==> config.mk <==
export PLATFORM = sky130hd
export DESIGN_NAME = sqg_ram
export DESIGN_NICKNAME = d
export VERILOG_FILES = /design/src/hdl/sobol_quasirandom_generator_top_assert.svh /design/src/hdl/sqg_ram.sv
export SDC_FILE = /design/constraint.sdc
export NUM_CORES = 1
export LEC_CHECK = 0
export ABC_CLOCK_PERIOD_IN_PS = 5010
export BUFFER_PORTS_ARGS = -buffer_cell sky130_fd_sc_hd__clkbuf_2
export CAP_MARGIN = 20
export CORE_UTILIZATION = 40
export CTS_BUF_LIST = sky130_fd_sc_hd__clkbuf_8 sky130_fd_sc_hd__clkbuf_16
export DETAILED_ROUTE_END_ITERATION = 8
export GPL_TIMING_DRIVEN = 0
export PLACE_DENSITY = 0.61
export RECOVER_POWER = 50
export SLEW_MARGIN = 0
export SYNTH_ARGS = -nofsm -noshare
export SYNTH_HDL_FRONTEND = slang
export SYNTH_SLANG_ARGS = --single-unit
==> constraint.sdc <==
create_clock -name clk -period 5.01 [get_ports clk]
set_input_delay 0.7515 -clock clk [delete_from_list [all_inputs] [get_ports clk]]
set_output_delay 0.7515 -clock clk [all_outputs]
set_load 0.02 [all_outputs]
==> src/hdl/sobol_quasirandom_generator_top_assert.svh <==
// Assertion macros for the Sobol generator.
// Used by sobol_quasirandom_generator_top; needs clk and rst_n in scope.
`ifndef SOBOL_QUASIRANDOM_GENERATOR_TOP_ASSERT_SVH
`define SOBOL_QUASIRANDOM_GENERATOR_TOP_ASSERT_SVH
`ifndef ASSERT_OFF
`define SQG_ASSERT_IMP(label, ante, cons) \
  label: assert property (@(posedge clk) disable iff (!rst_n) (ante) |-> (cons)) \
    else $error("sqg implication check failed");
`define SQG_ASSERT_NEXT(label, ante, cons) \
  label: assert property (@(posedge clk) disable iff (!rst_n) (ante) |=> (cons)) \
    else $error("sqg next-cycle check failed");
`else
`define SQG_ASSERT_IMP(label, ante, cons)
`define SQG_ASSERT_NEXT(label, ante, cons)
`endif
`endif

==> src/hdl/sqg_ram.sv <==
// Generic single-write, single-read RAM with registered read data.
// No dependencies.
module sqg_ram #(
  parameter int WIDTH = 8,
  parameter int DEPTH = 16
) (
  input  logic                     clk,
  input  logic                     we,
  input  logic [$clog2(DEPTH)-1:0] waddr,
  input  logic [WIDTH-1:0]         wdata,
  input  logic                     re,
  input  logic [$clog2(DEPTH)-1:0] raddr,
  output logic [WIDTH-1:0]         rdata
);

  logic [WIDTH-1:0] mem [DEPTH];

  always_ff @(posedge clk) begin
    if (we) begin
      mem[waddr] <= wdata;
    end
    if (re) begin
      rdata <= mem[raddr];
    end
  end

endmodule

==> impl_metrics.csv <==
group,metric,value,unit
run_status,status,"finished, final reports clean",
sta,tightest_slew,0.8246,ns
flow_run,maxCapViolCount,0,
critical_path,path_cells,"clkbuf_2, or3b_2, nor2_1",
route,vias,2388,
floorplan,initial_utilization,41.26,%
floorplan,die_h,116.3,µm
synthesis,yosys.area.top_type,"edfxtp_1",
grt,antenna_found_initial,0,
synthesis,ys_seq_area_share,78.12,%
final_layout,drive_above_1_share,27.24,%
sta,setup_tns,0,ns
pwr,power,0.002773,W
critical_path,max_stage_delay,0.66,ns
critical_path,critPathKind,"in2reg",
grt,grt_max_degree,17,
critical_path,worstPathArrival,2.05,ns
synthesis,yosys.cell_types.count,18,
synthesis,synth_area_leaders,"edfxtp_1, mux4_2, mux4_1",
route,dr.pass1.iters,5,
route,ant_nets,0,
synthesis,synth_top_cell_area_share,78.12,%
sta,rsz0062_at_grt,"false",
hold_path,min_path_type,"in2reg",
grt,grt_pass1_vias,2542,
clocking,clk_latency,0.41,ns
sta,slew_viol_final,0,
critical_path,worst-path-buf-inv,1,
synthesis,synth_xor_area_share,0,%
place,dp.cells,430,
synthesis,synth_mux_area_share,14.79,%
clocking,cts.sinks,136,
synthesis,yosys_warnings,0,
sta,period_needed,2.015,ns
final_layout,nFillCells,1029,
final_layout,num_antenna_cells,0,
clocking,postCtsHoldBufs,0,
clocking,cts_htree_levels,4,
route,avgViaCountPerCell,5.169,
clocking,cts_resized,0,
final_layout,area_delta_synth_final,19.32,%
critical_path,required,5.04,ns
final_layout,finalNetCount,296,
synthesis,synth_most_common_cell,"edfxtp_1",
synthesis,avgSynthCellArea,22.83,µm²
synthesis,synth_seq_cells,136,
synthesis,synth_top_family_by_area,"multiplexers",
synthesis,syn_area,5228,µm²
floorplan,die_area,13530,µm²
pwr,power.density,444.7,nW/µm²
sta,relSlewSlack,44.83,%
sta,skew,0.005579,ns
grt,grt_pass1_wl,14.84,mm
synthesis,yosys.area_share.simple,3.135,%
pwr,peakVddDrop,0.0001852,V
route,wl,9.634,mm
critical_path,cp-start-kind,"input pin",
place,gp_congestion,0.7219,
synthesis,synth_common_cells,"edfxtp_1, mux4_2, a22oi_1",
floorplan,io_pins,27,
synthesis,yosys_most_used_dff,"edfxtp_1",
critical_path,path_delay_family,"simple AND/OR/NAND/NOR gates",
route,drt_iter0_drc,122,
critical_path,cp_slowest_cell,"nor2_1",
place,dp_hpwl,6.303,mm
sta,setup_viol,0,
synthesis,synthCells,229,
critical_path,critPathMaxFanout,8,
clocking,clk_path_buf_depth,2,
route,drc_errors,0,
floorplan,rows,41,
place,numPortBuffers,25,
synthesis,synth-edff-count,136,
sta,finalHoldViolCount,0,
route,wire_per_inst,20.85,µm
synthesis,synth_fa_ha_area_share,0,%
clocking,cts_setup_buffers,0,
clocking,clock-root-buffer,"clkbuf_16",
floorplan,die_w,116.3,µm
synthesis,synthesis.nets,248,
synthesis,synthArstFlopShare,0,%
clocking,clkSlewWorstSetupHoldPaths,0.06,ns
grt,overflow,0,
sta,fmaxAchievable,496.2,MHz
clocking,cts_tree,"built",
final_layout,fin_cells,462,
critical_path,endpoint_kind,"register",
synthesis,synth-compound-area-share,2.298,%
floorplan,core_area,12670,µm²
sta,finalCritPeriodShare,40.22,%
pwr,p_leak,2.066,nW
grt,grtUsageTotal,16.39,%
clocking,cts-buffers-inserted,17,
-- final cells by class --
class                      instances  area (µm²)  share of cell area (%)
multi-input combinational         83        1057                   16.95
buffer                            10       86.33                   1.384
clock buffer                      17       425.4                   6.820
timing repair buffer              29       137.6                   2.207
sequential                       136        4084                   65.48
clock inverter                    15       231.5                   3.711
tap                              172       215.2                   3.450
-- per-stage QoR --
step / worst slack (ns) / hold slack, ns / util (%) / area [µm²]
floorplan: 2.766 / 0.7048 / - / 5228
global placement: 2.190 / 0.7412 / 43.94 / 5568
detailed placement: 2.565 / 0.7452 / 44.14 / 5593
CTS: 2.991 / 0.6796 / 49.32 / 6250
global route: 2.903 / 0.7448 / 49.22 / 6237
finish: 2.995 / 0.7503 / 49.22 / 6237
-- registers in the layout, summed over array words and instances (netlist names) --
signal,count
mem,128
rdata,8
-- worst register-to-register path: stages (launching register included) --
cell      delay [ns]
edfxtp_1        0.36
mux4_1          0.56
a22oi_1         0.30
nand2_1         0.14
-- kinds of logic (layout without fill, tap and decap cells) --
| kind of cell | after synthesis | in the layout |
|---|---|---|
| AO/OA/AOI/OAI | 16 | 16 |
| multiplexers | 32 | 32 |
| AND/OR/NAND/NOR | 35 | 35 |
| flip-flops | 136 | 136 |
| buffers and inverters | 10 | 71 |
-- final timing paths --
kind | start | to | slack, ns | depth (start not counted)
min reg2reg | mem[8][3]$_DFFE_PP_ | rdata[3]$_DFFE_PP_ | 0.75 | 3
max reg2reg | mem[5][0]$_DFFE_PP_ | rdata[0]$_DFFE_PP_ | 3.38 | 3
max | waddr[2] | mem[1][0]$_DFFE_PP_ | 2.99 | 3
min | re | rdata[1]$_DFFE_PP_ | 0.75 | 1
-- placed cells by master (no fill, tap or decap), drive strengths merged, types with 2 or more instances in the layout --
cell | netlist | routed
a22oi | 16 | 16
buf | 7 | 11
bufinv | 0 | 6
clkbuf | 0 | 42
clkdlybuf4s25 | 3 | 3
clkinv | 0 | 6
clkinvlp | 0 | 3
edfxtp | 136 | 136
mux4 | 32 | 32
nand2 | 9 | 9
nand2b | 2 | 2
nand3b | 2 | 2
nor2 | 13 | 13
nor3 | 4 | 4
-- report_power, final --
part           total [W]  internal [W]  switching (W)
clock network    0.00136      0.000925       0.000435
registers        0.00129       0.00128     0.00000559
logic           0.000124     0.0000485      0.0000758
-- layer usage --
layer,track usage [%],vias up,wire (µm)
li1,-,1076,-
met1,21.64,1207,4195
met2,24.97,92,4633
met3,4.100,13,597
met4,9.231,0,207
met5,0,-,0
(Power assumes the default switching activity.)
